File: src/rtl/lah_pkg.sv
// Shared types and constants for the LAND attack host table.
package lah_pkg;

   localparam int TABLE_DEPTH = 32;
   localparam int IDX_W       = (TABLE_DEPTH > 1) ? $clog2(TABLE_DEPTH) : 1;
   localparam int CNT_W       = $clog2(TABLE_DEPTH + 1);
   localparam int QUEUE_DEPTH = 2;
   localparam int QPTR_W      = (QUEUE_DEPTH > 1) ? $clog2(QUEUE_DEPTH) : 1;
   localparam int QCNT_W      = $clog2(QUEUE_DEPTH + 1);

   localparam logic ACT_PACKET   = 1'b0;
   localparam logic ACT_DUMP     = 1'b1;
   localparam logic STATUS_ENTRY = 1'b0;
   localparam logic STATUS_DROP  = 1'b1;

   localparam logic [31:0] TALLY_MAX = 32'hFFFF_FFFF;

   // classified word passed from front to back
   typedef struct packed {
      logic        dump;
      logic [31:0] ip;
      logic [5:0]  minute;
      logic [5:0]  second;
   } lah_item_type;

   typedef enum logic [2:0] {
      ST_IDLE,
      ST_MATCH,
      ST_UPDATE,
      ST_DROP,
      ST_DUMP
   } lah_state_type;

endpackage

File: src/rtl/lah_front.sv
// Front end: accepts request words, drops non-LAND packets, queues the rest.
module lah_front (
   input  logic                 clock,
   input  logic                 reset,
   input  logic                 req_valid,
   output logic                 req_stall,
   input  logic                 req_action,
   input  logic [31:0]          req_src_ip,
   input  logic [31:0]          req_dst_ip,
   input  logic [5:0]           req_minute,
   input  logic [5:0]           req_second,
   output logic                 q_valid,
   output lah_pkg::lah_item_type q_item,
   input  logic                 q_pop
);

   lah_pkg::lah_item_type              queue_ff [lah_pkg::QUEUE_DEPTH];
   logic [lah_pkg::QPTR_W-1:0]         wr_ptr_ff, wr_ptr_in;
   logic [lah_pkg::QPTR_W-1:0]         rd_ptr_ff, rd_ptr_in;
   logic [lah_pkg::QCNT_W-1:0]         fill_ff, fill_in;
   logic                               accept;
   logic                               push;
   logic                               pop;
   lah_pkg::lah_item_type              new_item;

   assign req_stall = (fill_ff == lah_pkg::QCNT_W'(lah_pkg::QUEUE_DEPTH));
   assign accept    = req_valid && !req_stall;
   // only dumps and LAND packets reach the table
   assign push      = accept &&
                      ((req_action == lah_pkg::ACT_DUMP) || (req_src_ip == req_dst_ip));
   assign q_valid   = (fill_ff != '0);
   assign q_item    = queue_ff[rd_ptr_ff];
   assign pop       = q_pop && q_valid;

   always_comb begin
      new_item.dump   = (req_action == lah_pkg::ACT_DUMP);
      new_item.ip     = req_dst_ip;
      new_item.minute = req_minute;
      new_item.second = req_second;

      wr_ptr_in = wr_ptr_ff;
      rd_ptr_in = rd_ptr_ff;
      fill_in   = fill_ff;
      if (push) begin
         wr_ptr_in = (wr_ptr_ff == lah_pkg::QPTR_W'(lah_pkg::QUEUE_DEPTH - 1)) ?
                     '0 : wr_ptr_ff + lah_pkg::QPTR_W'(1);
      end
      if (pop) begin
         rd_ptr_in = (rd_ptr_ff == lah_pkg::QPTR_W'(lah_pkg::QUEUE_DEPTH - 1)) ?
                     '0 : rd_ptr_ff + lah_pkg::QPTR_W'(1);
      end
      if (push && !pop) begin
         fill_in = fill_ff + lah_pkg::QCNT_W'(1);
      end else if (pop && !push) begin
         fill_in = fill_ff - lah_pkg::QCNT_W'(1);
      end
   end

   always_ff @(posedge clock) begin
      if (reset) begin
         wr_ptr_ff <= '0;
         rd_ptr_ff <= '0;
         fill_ff   <= '0;
      end else begin
         wr_ptr_ff <= wr_ptr_in;
         rd_ptr_ff <= rd_ptr_in;
         fill_ff   <= fill_in;
      end
   end

   always_ff @(posedge clock) begin
      if (push) begin
         queue_ff[wr_ptr_ff] <= new_item;
      end
   end

   assert property (@(posedge clock) disable iff (reset)
      fill_ff <= lah_pkg::QCNT_W'(lah_pkg::QUEUE_DEPTH))
      else $error("queue fill out of range");

   assert property (@(posedge clock) disable iff (reset)
      (accept && (req_action == lah_pkg::ACT_PACKET) && (req_src_ip != req_dst_ip) && !pop)
      |=> $stable(fill_ff))
      else $error("non-LAND packet entered queue");

   assert property (@(posedge clock) disable iff (reset)
      (fill_ff == '0) |-> (wr_ptr_ff == rd_ptr_ff))
      else $error("empty queue with pointers apart");

endmodule

File: src/rtl/lah_back.sv
// Back end: host table, lookup/update sequencer, dump walker and result register.
module lah_back (
   input  logic                  clock,
   input  logic                  reset,
   input  logic                  q_valid,
   input  lah_pkg::lah_item_type q_item,
   output logic                  q_pop,
   output logic                  rsp_valid,
   input  logic                  rsp_stall,
   output logic                  rsp_status,
   output logic [31:0]           rsp_host_ip,
   output logic [5:0]            rsp_start_minute,
   output logic [5:0]            rsp_start_second,
   output logic [5:0]            rsp_end_minute,
   output logic [5:0]            rsp_end_second,
   output logic [31:0]           rsp_hit_count,
   output logic                  rsp_last
);

   localparam int D = lah_pkg::TABLE_DEPTH;

   logic [31:0] host_addr_ff    [D];
   logic [5:0]  first_min_ff    [D];
   logic [5:0]  first_sec_ff    [D];
   logic [5:0]  latest_min_ff   [D];
   logic [5:0]  latest_sec_ff   [D];
   logic [31:0] packet_tally_ff [D];

   lah_pkg::lah_state_type      state_ff, state_in;
   lah_pkg::lah_item_type       cur_ff, cur_in;
   logic [lah_pkg::CNT_W-1:0]   count_ff, count_in;
   logic [lah_pkg::IDX_W-1:0]   idx_ff, idx_in;
   logic [D-1:0]                hit_ff, hit_in;

   logic        rsp_valid_ff, rsp_valid_in;
   logic        rsp_status_ff, rsp_status_in;
   logic [31:0] rsp_host_ip_ff, rsp_host_ip_in;
   logic [5:0]  rsp_start_minute_ff, rsp_start_minute_in;
   logic [5:0]  rsp_start_second_ff, rsp_start_second_in;
   logic [5:0]  rsp_end_minute_ff, rsp_end_minute_in;
   logic [5:0]  rsp_end_second_ff, rsp_end_second_in;
   logic [31:0] rsp_hit_count_ff, rsp_hit_count_in;
   logic        rsp_last_ff, rsp_last_in;

   logic                       out_free;
   logic                       load_out;
   logic                       do_hit;
   logic                       do_append;
   logic [lah_pkg::IDX_W-1:0]  app_idx;
   logic [D-1:0]               match;

   assign out_free = !rsp_valid_ff || !rsp_stall;
   assign app_idx  = count_ff[lah_pkg::IDX_W-1:0];

   // parallel compare against every live entry
   always_comb begin
      for (int i = 0; i < D; i++) begin
         match[i] = (lah_pkg::CNT_W'(i) < count_ff) && (host_addr_ff[i] == cur_ff.ip);
      end
   end

   always_comb begin
      state_in  = state_ff;
      cur_in    = cur_ff;
      count_in  = count_ff;
      idx_in    = idx_ff;
      hit_in    = hit_ff;
      q_pop     = 1'b0;
      load_out  = 1'b0;
      do_hit    = 1'b0;
      do_append = 1'b0;

      rsp_status_in       = rsp_status_ff;
      rsp_host_ip_in      = rsp_host_ip_ff;
      rsp_start_minute_in = rsp_start_minute_ff;
      rsp_start_second_in = rsp_start_second_ff;
      rsp_end_minute_in   = rsp_end_minute_ff;
      rsp_end_second_in   = rsp_end_second_ff;
      rsp_hit_count_in    = rsp_hit_count_ff;
      rsp_last_in         = rsp_last_ff;

      unique case (state_ff)
         lah_pkg::ST_IDLE: begin
            if (q_valid) begin
               q_pop  = 1'b1;
               cur_in = q_item;
               idx_in = '0;
               if (!q_item.dump) begin
                  state_in = lah_pkg::ST_MATCH;
               end else if (count_ff != '0) begin
                  state_in = lah_pkg::ST_DUMP;
               end
            end
         end
         lah_pkg::ST_MATCH: begin
            hit_in   = match;
            state_in = lah_pkg::ST_UPDATE;
         end
         lah_pkg::ST_UPDATE: begin
            if (hit_ff != '0) begin
               do_hit   = 1'b1;
               state_in = lah_pkg::ST_IDLE;
            end else if (count_ff < lah_pkg::CNT_W'(D)) begin
               do_append = 1'b1;
               count_in  = count_ff + lah_pkg::CNT_W'(1);
               state_in  = lah_pkg::ST_IDLE;
            end else begin
               state_in = lah_pkg::ST_DROP;
            end
         end
         lah_pkg::ST_DROP: begin
            if (out_free) begin
               load_out            = 1'b1;
               rsp_status_in       = lah_pkg::STATUS_DROP;
               rsp_host_ip_in      = cur_ff.ip;
               rsp_start_minute_in = cur_ff.minute;
               rsp_start_second_in = cur_ff.second;
               rsp_end_minute_in   = cur_ff.minute;
               rsp_end_second_in   = cur_ff.second;
               rsp_hit_count_in    = '0;
               rsp_last_in         = 1'b1;
               state_in            = lah_pkg::ST_IDLE;
            end
         end
         lah_pkg::ST_DUMP: begin
            if (out_free) begin
               load_out            = 1'b1;
               rsp_status_in       = lah_pkg::STATUS_ENTRY;
               rsp_host_ip_in      = host_addr_ff[idx_ff];
               rsp_start_minute_in = first_min_ff[idx_ff];
               rsp_start_second_in = first_sec_ff[idx_ff];
               rsp_end_minute_in   = latest_min_ff[idx_ff];
               rsp_end_second_in   = latest_sec_ff[idx_ff];
               rsp_hit_count_in    = packet_tally_ff[idx_ff];
               rsp_last_in = (lah_pkg::CNT_W'(idx_ff) + lah_pkg::CNT_W'(1) == count_ff);
               if (rsp_last_in) begin
                  count_in = '0;
                  state_in = lah_pkg::ST_IDLE;
               end else begin
                  idx_in = idx_ff + lah_pkg::IDX_W'(1);
               end
            end
         end
         default: begin
            state_in = lah_pkg::ST_IDLE;
         end
      endcase

      rsp_valid_in = load_out || (rsp_valid_ff && rsp_stall);
   end

   always_ff @(posedge clock) begin
      if (reset) begin
         state_ff     <= lah_pkg::ST_IDLE;
         count_ff     <= '0;
         rsp_valid_ff <= 1'b0;
      end else begin
         state_ff     <= state_in;
         count_ff     <= count_in;
         rsp_valid_ff <= rsp_valid_in;
      end
   end

   always_ff @(posedge clock) begin
      cur_ff              <= cur_in;
      idx_ff              <= idx_in;
      hit_ff              <= hit_in;
      rsp_status_ff       <= rsp_status_in;
      rsp_host_ip_ff      <= rsp_host_ip_in;
      rsp_start_minute_ff <= rsp_start_minute_in;
      rsp_start_second_ff <= rsp_start_second_in;
      rsp_end_minute_ff   <= rsp_end_minute_in;
      rsp_end_second_ff   <= rsp_end_second_in;
      rsp_hit_count_ff    <= rsp_hit_count_in;
      rsp_last_ff         <= rsp_last_in;
   end

   // table entries: append at the fill point, or refresh the matching host
   always_ff @(posedge clock) begin
      for (int i = 0; i < D; i++) begin
         if (do_append && (app_idx == lah_pkg::IDX_W'(i))) begin
            host_addr_ff[i]    <= cur_ff.ip;
            first_min_ff[i]    <= cur_ff.minute;
            first_sec_ff[i]    <= cur_ff.second;
            latest_min_ff[i]   <= cur_ff.minute;
            latest_sec_ff[i]   <= cur_ff.second;
            packet_tally_ff[i] <= 32'd1;
         end else if (do_hit && hit_ff[i]) begin
            latest_min_ff[i] <= cur_ff.minute;
            latest_sec_ff[i] <= cur_ff.second;
            if (packet_tally_ff[i] != lah_pkg::TALLY_MAX) begin
               packet_tally_ff[i] <= packet_tally_ff[i] + 32'd1;
            end
         end
      end
   end

   assign rsp_valid        = rsp_valid_ff;
   assign rsp_status       = rsp_status_ff;
   assign rsp_host_ip      = rsp_host_ip_ff;
   assign rsp_start_minute = rsp_start_minute_ff;
   assign rsp_start_second = rsp_start_second_ff;
   assign rsp_end_minute   = rsp_end_minute_ff;
   assign rsp_end_second   = rsp_end_second_ff;
   assign rsp_hit_count    = rsp_hit_count_ff;
   assign rsp_last         = rsp_last_ff;

   assert property (@(posedge clock) disable iff (reset)
      count_ff <= lah_pkg::CNT_W'(D))
      else $error("entry count above table depth");

   assert property (@(posedge clock) disable iff (reset)
      (state_ff == lah_pkg::ST_UPDATE) |-> $onehot0(hit_ff))
      else $error("host present in more than one entry");

   assert property (@(posedge clock) disable iff (reset)
      (state_ff == lah_pkg::ST_DROP) |-> (count_ff == lah_pkg::CNT_W'(D)))
      else $error("drop issued with room in table");

   assert property (@(posedge clock) disable iff (reset)
      (load_out && rsp_last_in && (state_ff == lah_pkg::ST_DUMP)) |=> (count_ff == '0))
      else $error("table not cleared after dump");

endmodule

File: src/rtl/land_attack_host_table_top.sv
// Top level of the LAND attack host table: front classifier, queue and table engine.
//
//  channel  dir  handshake        payload
//  req_     in   valid / stall    action, src_ip, dst_ip, minute, second
//  rsp_     out  valid / stall    status, host_ip, start/end minute/second, hit_count, last
//
//  A LAND packet passes the table engine through pop, parallel compare and update;
//  a full-table drop adds a state for its result word. Other packets are discarded in the front.
//  A dump pops its word, then sends one entry per cycle while the output register is free.
//  A 2-word queue in the front takes words while the engine works or rsp_ stalls, until full.
//  Synchronous reset empties the queue and the table; no clearing pass is needed.
module land_attack_host_table_top (
   input  logic        clock,
   input  logic        reset,
   input  logic        req_valid,
   output logic        req_stall,
   input  logic        req_action,
   input  logic [31:0] req_src_ip,
   input  logic [31:0] req_dst_ip,
   input  logic [5:0]  req_minute,
   input  logic [5:0]  req_second,
   output logic        rsp_valid,
   input  logic        rsp_stall,
   output logic        rsp_status,
   output logic [31:0] rsp_host_ip,
   output logic [5:0]  rsp_start_minute,
   output logic [5:0]  rsp_start_second,
   output logic [5:0]  rsp_end_minute,
   output logic [5:0]  rsp_end_second,
   output logic [31:0] rsp_hit_count,
   output logic        rsp_last
);

   logic                  q_valid;
   logic                  q_pop;
   lah_pkg::lah_item_type q_item;

   lah_front u_front (
      .clock      (clock),
      .reset      (reset),
      .req_valid  (req_valid),
      .req_stall  (req_stall),
      .req_action (req_action),
      .req_src_ip (req_src_ip),
      .req_dst_ip (req_dst_ip),
      .req_minute (req_minute),
      .req_second (req_second),
      .q_valid    (q_valid),
      .q_item     (q_item),
      .q_pop      (q_pop)
   );

   lah_back u_back (
      .clock            (clock),
      .reset            (reset),
      .q_valid          (q_valid),
      .q_item           (q_item),
      .q_pop            (q_pop),
      .rsp_valid        (rsp_valid),
      .rsp_stall        (rsp_stall),
      .rsp_status       (rsp_status),
      .rsp_host_ip      (rsp_host_ip),
      .rsp_start_minute (rsp_start_minute),
      .rsp_start_second (rsp_start_second),
      .rsp_end_minute   (rsp_end_minute),
      .rsp_end_second   (rsp_end_second),
      .rsp_hit_count    (rsp_hit_count),
      .rsp_last         (rsp_last)
   );

endmodule
File: config.mk
export PLATFORM = sky130hd
export DESIGN_NAME = land_attack_host_table_top
export DESIGN_NICKNAME = d
export VERILOG_FILES = /design/src/rtl/lah_pkg.sv /design/src/rtl/lah_front.sv /design/src/rtl/lah_back.sv /design/src/rtl/land_attack_host_table_top.sv
export SDC_FILE = /design/constraint.sdc
export NUM_CORES = 2
export LEC_CHECK = 0
export BUFFER_PORTS_ARGS = -buffer_cell sky130_fd_sc_hd__buf_4
export CORE_MARGIN = 3
export CORE_UTILIZATION = 60
export CTS_BUF_LIST = sky130_fd_sc_hd__clkbuf_8
export DETAILED_ROUTE_END_ITERATION = 10
export GPL_TIMING_DRIVEN = 0
export PLACE_DENSITY = 0.82
export SYNTH_ARGS = -nofsm -noshare
export SYNTH_HDL_FRONTEND = slang
export SYNTH_SLANG_ARGS = --single-unit
File: constraint.sdc
create_clock -name clock -period 7.86 [get_ports clock]
set_clock_uncertainty 0.1 [all_clocks]
set_input_delay 0.786 -clock clock [delete_from_list [all_inputs] [get_ports clock]]
set_output_delay 0.786 -clock clock [all_outputs]
set_load 0.02 [all_outputs]
# After elaboration in Yosys (flattened, before gate mapping)
# Memories as Yosys holds them, arrays and structs flattened. A register that Yosys moved wholly into a read port is not among the register bits.
# Cells that the tools add are included.
op_classes:
  addsub: 39
  magnitude_cmp: 33
  bitwise: 96
  n_reduce_logical: 218
  eq_ne: 110
  n_mux: 725
op_table:
  columns: ["cell", "count"]
  rows:
  - ["$mux 32", 67]
  - ["$eq 32x32->1", 33]
  - ["$add 32x1->32 const B", 32]
  - ["$ne 32x32->1 const B", 32]
  - ["$reduce_or 32->1", 31]
  - ["$mux 6", 136]
  - ["$mux 5", 102]
  - ["$mux 1", 399]
  - ["$reduce_or 6->1", 62]
  - ["$pmux 32 s2", 2]
  - ["$logic_and 1x1->1", 102]
  - ["$lt 5x6->1 const A", 16]
  - ["$or 1x1->1", 96]
  - ["$eq 5x5->1 const B", 16]
  - ["$pmux 6 s2", 5]
  - ["$lt 4x6->1 const A", 8]
  - ["$eq 5x4->1 const B", 8]
  - ["$reduce_bool 32->1", 1]
  - ["$lt 3x6->1 const A", 4]
  - ["$mux 3", 7]
  - ["$eq 5x3->1 const B", 4]
  - ["$pmux 3 s5", 1]
  - ["$lt 1x6->1 const A", 2]
  - ["$lt 2x6->1 const A", 2]
  - ["31 further kinds", 53]
word_totals:
  mem_bits_rw: 2906
  inputBits: 81
  regBits: 185
  n_memories: 7
mem_list:
  columns: ["name", "words", "word_bits", "read_ports", "rd_clocked_by_memory_dff", "wr", "line", "rtl"]
  rows:
  - ["u_back.host_addr_ff", 32, 32, 33, 1, 1, "lah_back.sv:22", "logic [31:0] host_addr_ff [D];"]
  - ["u_back.packet_tally_ff", 32, 32, 33, 1, 32, "lah_back.sv:27", "logic [31:0] packet_tally_ff [D];"]
  - ["u_back.first_min_ff", 32, 6, 1, 1, 1, "lah_back.sv:23", "logic [5:0] first_min_ff [D];"]
  - ["u_back.first_sec_ff", 32, 6, 1, 1, 1, "lah_back.sv:24", "logic [5:0] first_sec_ff [D];"]
  - ["u_back.latest_min_ff", 32, 6, 1, 1, 32, "lah_back.sv:25", "logic [5:0] latest_min_ff [D];"]
  - ["u_back.latest_sec_ff", 32, 6, 1, 1, 32, "lah_back.sv:26", "logic [5:0] latest_sec_ff [D];"]
  - ["1 more memories", null, null, null, null, null, null, null]

# Depth between registers and ports, before layout
logic_depth:
  ltp_word: 39
  ltp_mapped: 11
  ltp_nobuf: 9

# Hierarchy
# Synthesis repeated with hierarchy kept, for this count alone.
unflattened:
  cells_unflattened: 10754
  area_unflattened_um2: 153084.3
modules_own_cells:
  columns: ["module", "cells_per_inst", "instances", "area_per_inst_um2", "seq_area_each_um2"]
  rows:
  - ["lah_back", 10539, 1, 149224.4, 89996.3]
  - ["lah_front", 215, 1, 3860.0, 2802.7]

# Worst setup path before layout
# No wires, ideal clock.
synth_timing:
  path_type: "register -> register"
  startpoint: "register u_back.state_ff[0]"
  endpoint: "register u_back.rsp_end_minute_ff[0], in the netlist u_back.rsp_end_minute[0], enable pin"
  t_arrival_ns: 5.886
  required_ns: 7.192
  slack_ns: 1.306
  setup_time_ns: 0.568
  stages_incl_launch_ff: 7
  cell_sequence: "dfxtp_1 > clkbuf_1 > nor3b_1 > clkbuf_1 > clkbuf_1 > nor2_1 > a21oi_1"
synth_between:
  elab_chain_len: 3
synth_lines:
  columns: ["element", "line", "rtl"]
  rows:
  - ["start: declaration", "lah_back.sv:29", "lah_pkg::lah_state_type state_ff, state_in;"]
  - ["start signal: assignment", "lah_back.sv:154", "state_ff <= lah_pkg::ST_IDLE;"]
  - ["start signal: assignment", "lah_back.sv:158", "state_ff <= state_in;"]
  - ["$eq 3x3->1 or $eq 3x2->1 (tied branches)", "lah_back.sv:82", "unique case (state_ff)"]
  - ["$ne 2x1->1 (no source line) or $reduce_bool 2->1 (tied branches)", null, null]
  - ["$reduce_and 3->1 (no source line) *", null, null]
  - ["end signal: assignment", "lah_back.sv:172", "rsp_end_minute_ff <= rsp_end_minute_in;"]
  - ["end: declaration", "lah_back.sv:40", "logic [5:0] rsp_end_minute_ff, rsp_end_minute_in;"]
# Every way passes the cells marked *; elsewhere a longest branch is shown, timed or not.
# A chain may end at the register's enable or synchronous reset.

# Worst setup path after layout
layout_timing:
  startpoint: "register u_back.cur_ff[29] (netlist name)"
  endpoint: "register u_back.hit_ff[25], data pin"
layout_between:
  elab_chain_len: 2
layout_lines:
  columns: ["element", "line", "rtl"]
  rows:
  - ["start: declaration", "lah_back.sv:30", "lah_pkg::lah_item_type cur_ff, cur_in;"]
  - ["start signal: assignment", "lah_back.sv:165", "cur_ff <= cur_in;"]
  - ["$eq 32x32->1", "lah_back.sv:58", "match[i] = (lah_pkg::CNT_W'(i) < count_ff) && (host_addr_ff[i] == cur_ff.ip);"]
  - ["$logic_and 1x1->1", "lah_back.sv:58", null]
  - ["via u_back.match[25]", "lah_back.sv:50", "logic [D-1:0] match;"]
  - ["end signal: assignment", "lah_back.sv:167", "hit_ff <= hit_in;"]
  - ["end: declaration", "lah_back.sv:33", "logic [D-1:0] hit_ff, hit_in;"]
# The timed path passes the listed nets, and every way through them passes these cells.

==> key figures <==
Yosys
  – Sequential fraction of the synthesis area: 0.602
  – Count of distinct cell types in the synthesized netlist: 77
  – Average footprint of a synthesized cell: 14.2 µm²
  – Syn_nets: roughly 11000
  – Number of flops mapped to enable cells by yosys: 3077
  – Fraction of registers with async set/reset: 0
  – FF+latch count, synth: 3097
  – Post-Syn Instances: approximately 11000
  – Yosys warning count: 0
  – Predominant post-synthesis flop cell: edfxtp_1
  – Synthesized cell area: 154000 µm²

Critical path
  – Cell with the largest stage delay on the worst path: nor4_1
  – Cells along the critical path: buf_16 -> buf_16 -> clkbuf_1 -> buf_2 -> buf_2 -> xor2_1 -> nor4_1 -> nand4_1 -> nor3_1
  – Critical path class: reg -> reg
  – Largest fanout on the critical path: 15
  – Critical Path Start Type: register
  – Arrival time reported for the critical path endpoint: 8.02 ns
  – Critical Path Max Stage Delay: about 1.2 ns
  – Endpoint class of the critical path: register
  – Worst path required time: around 8.6 ns

STA
  – Max_slew headroom: -0.125
  – Highest Clock Rate: ~140 MHz
  – Post-route fraction of the period consumed by the critical path: 0.921
  – Clock period minus final worst setup slack: 7.24 ns
  – Measured slew at the worst slew-check pin: 1.69 ns
  – Pins Over Slew Limit: approximately 210
  – Final total negative setup slack: 0 ns
  – Final worst hold slack: 0.104 ns
  – RSZ-0062 raised after global routing: no
  – Total setup violations reported at the end of the flow: 0
  – Count of final hold-check violations: 0

Global routing
  – Total routing resource utilization after global routing: 0.506
  – First-pass GRT wire length: 901000 µm
  – Overflow after GRT: 0
  – Number of antenna violations at the first check in global routing: 74
  – Largest net degree at the start of global routing: 45
  – Number of global-route vias before repair: 107000

Clocking
  – Number of levels in the clock H-tree: 6
  – Clock latency of the later-clocked register in the worst-skew pair: between 1 and 1.5 ns
  – Clock tree from TritonCTS: done
  – Clock slew at the register clock pins of the worst setup and hold paths: approximately 0.08 ns
  – Clk sinks: 3097
  – Number of buffers created by CTS: 531
  – Buffer cell driving the clock tree root: clkbuf_8
  – Post-CTS setup repair buffer count: 0
  – Buffers from clock root to sink, at most: 4

Power
  – P_sw: 27.3 mW
  – Switching fraction of total power: 0.432
  – Pwr per Cell Area: 364 nW/µm²
  – Max VDD drop: 0.372 mV
  – Clock Power Share: 0.224
  – Final Total Pwr: 63.2 mW
  – Portion of total power attributed to sequential cells: 0.371
  – Static leakage: about 56 nW
  – Total internal power: 35.9 mW
  – Logic gate share of total power: 0.404

Detailed routing
  – Detailed Route Iter0 Violations: 22400
  – Post-detailed-route via-to-cell ratio: 7.39
  – Total wire length: 672000 µm
  – Per-cell routed wire length: between 40 and 50 µm
  – Detailed-route via count: 115000
  – Count of nets left with antenna violations after detail routing: 0
  – Number of design rule violations left after detail routing: 0
  – Number of iterations in the first detailed-routing pass: 7

Cells and area
  – Proportion of layout cells with a drive suffix above 1: 0.191
  – Synthesis-to-layout area growth: 12.7%
  – Count of nets after finishing: 11900
  – Post-Layout Cell Count: ~16000
  – Most common library cell in the layout ignoring fill and taps: edfxtp_1
  – Top library cells by usage in the layout, fill and taps aside: edfxtp_1 (3077), xor2_1 (1178), nor2_1 (1137), xnor2_1 (800), mux4_2 (705)
  – Fillcell total: 17200
  – Final design instance area without fill: 174000 µm²

Floorplanning
  – Core box area: approximately 250000 µm²
  – Number of top-level pins: 173
  – Total Die Area: 263000 µm²
  – Starting utilization of the core area: 0.605
  – Number of core rows: 185
  – Die Span Y: 513 µm
  – Horizontal die dimension: around 500 µm

Flow run
  – Max-capacitance violation count: 18

Min path
  – Class of the tightest hold or removal check: in -> reg

Placed design
  – Half-perimeter wire length after detailed placement: 496000 µm
  – Placed cell area: between 150000 and 200000 µm²
  – Gpl congestion: 1.12
  – Number of cells after detailed placement: between 10000 and 15000
  – Port Buf Inserts: 171

Outcome
  – Outcome: finished with violations
  – Failing checks: max-capacitance violations, max-slew violations
[logic make-up after synthesis]
family	synth area share
adder cells (fa/ha/maj)	0.00325
XOR/XNOR	0.113
buffers and inverters	0.0224
multiplexers	0.121
AND/OR/NAND/NOR	0.112
flip-flops	0.602
AO/OA/AOI/OAI	0.0270
[final cells by class]
class,count,area (µm²),share of cell area
clock inverters,389,2060,0.0118
inverters,186,733,0.00422
plain buffers,600,2810,0.0162
multi-input cells,6997,58200,0.335
repair buffers,369,5060,0.0291
well taps,3366,4210,0.0243
diodes,58,145,0.000836
flip-flops and latches,3097,92800,0.534
clock buffers,554,7620,0.0439
[worst paths after layout]
check                     start                  to  slack, ns  depth (start not counted)
max           u_back.cur_ff[29]   u_back.hit_ff[25]       0.62                          9
min              req_src_ip[18]   u_front.wr_ptr_ff       0.10                          6
min reg2reg  u_front.fill_ff[1]  u_front.fill_ff[1]       0.43                          2
max reg2reg   u_back.cur_ff[29]   u_back.hit_ff[25]       0.62                          9
[Yosys cell counts (68+ instances only)]
cell	count	share of area
edfxtp_1	3077	0.60
xor2_1	1180	0.067
nor2_1	1146	0.028
xnor2_1	803	0.046
mux4_2	705	0.10
nand2_1	467	0.011
nand3_1	438	0.014
nand4_1	388	0.016
nor4_1	300	0.012
clkbuf_1	280	0.0068
buf_2	210	0.0068
inv_1	186	0.0045
mux2_2	184	0.013
nor3_1	180	0.0058
and3_1	174	0.0071
a21oi_1	100	0.0032
and4_1	80	0.0045
o21ai_0	79	0.0026
mux2i_1	68	0.0044
[critical path: cells and delay by family, from the launching register on]
kind / cells / cell delay [ns]
simple gates: 3 / 2.46
buf+inv: 5 / 3.19
flops: 1 / 0.94
xor+xnor: 1 / 0.14
[repair_timing]
action / CTS / global route
endpoints found under the hold margin: 94 / 0
gates resized for setup: 0 / 0
hold buffers: 46 / 0
[per-stage QoR]
| step | utilization | worst slack [ns] |
|---|---|---|
| floorplan | - | 1.31 |
| global placement | 0.626 | -3.91 |
| detailed placement | 0.640 | 1.32 |
| CTS | 0.679 | 1.37 |
| global route | 0.681 | 1.08 |
| finish | 0.681 | 0.618 |
[routing by layer]
layer / up-vias / track usage / part of all wire
met1: 57100 / 0.619 / 0.32
met3: 2692 / 0.213 / 0.16
met4: 40 / 0.410 / 0.11
li1: 43600 / - / -
met5: - / 0.00183 / 0.00044
met2: 12000 / 0.703 / 0.41
[power groups by stage]
stage / Combinational, mW / Clock (mW) / Sequential [mW]
floorplan: 11.3 / 0 / 23.2
global placement: 21.4 / 0 / 24.5
detailed placement: 23.5 / 0 / 23.6
CTS: 23.6 / 13.9 / 23.3
global route: 25.0 / 14.7 / 23.5
finish: 25.6 / 14.2 / 23.5
[registers in the layout, summed over array words and instances (netlist names), 44 cells and up, named ones only]
signal	count
u_back.latest_sec_ff	192
u_back.packet_tally_ff	1024
u_back.latest_min_ff	192
u_back.first_sec_ff	192
u_back.host_addr_ff	1024
u_back.cur_ff	44
u_back.first_min_ff	192
u_front.queue_ff	90
Note: power is estimated with default switching activity, not from simulation.
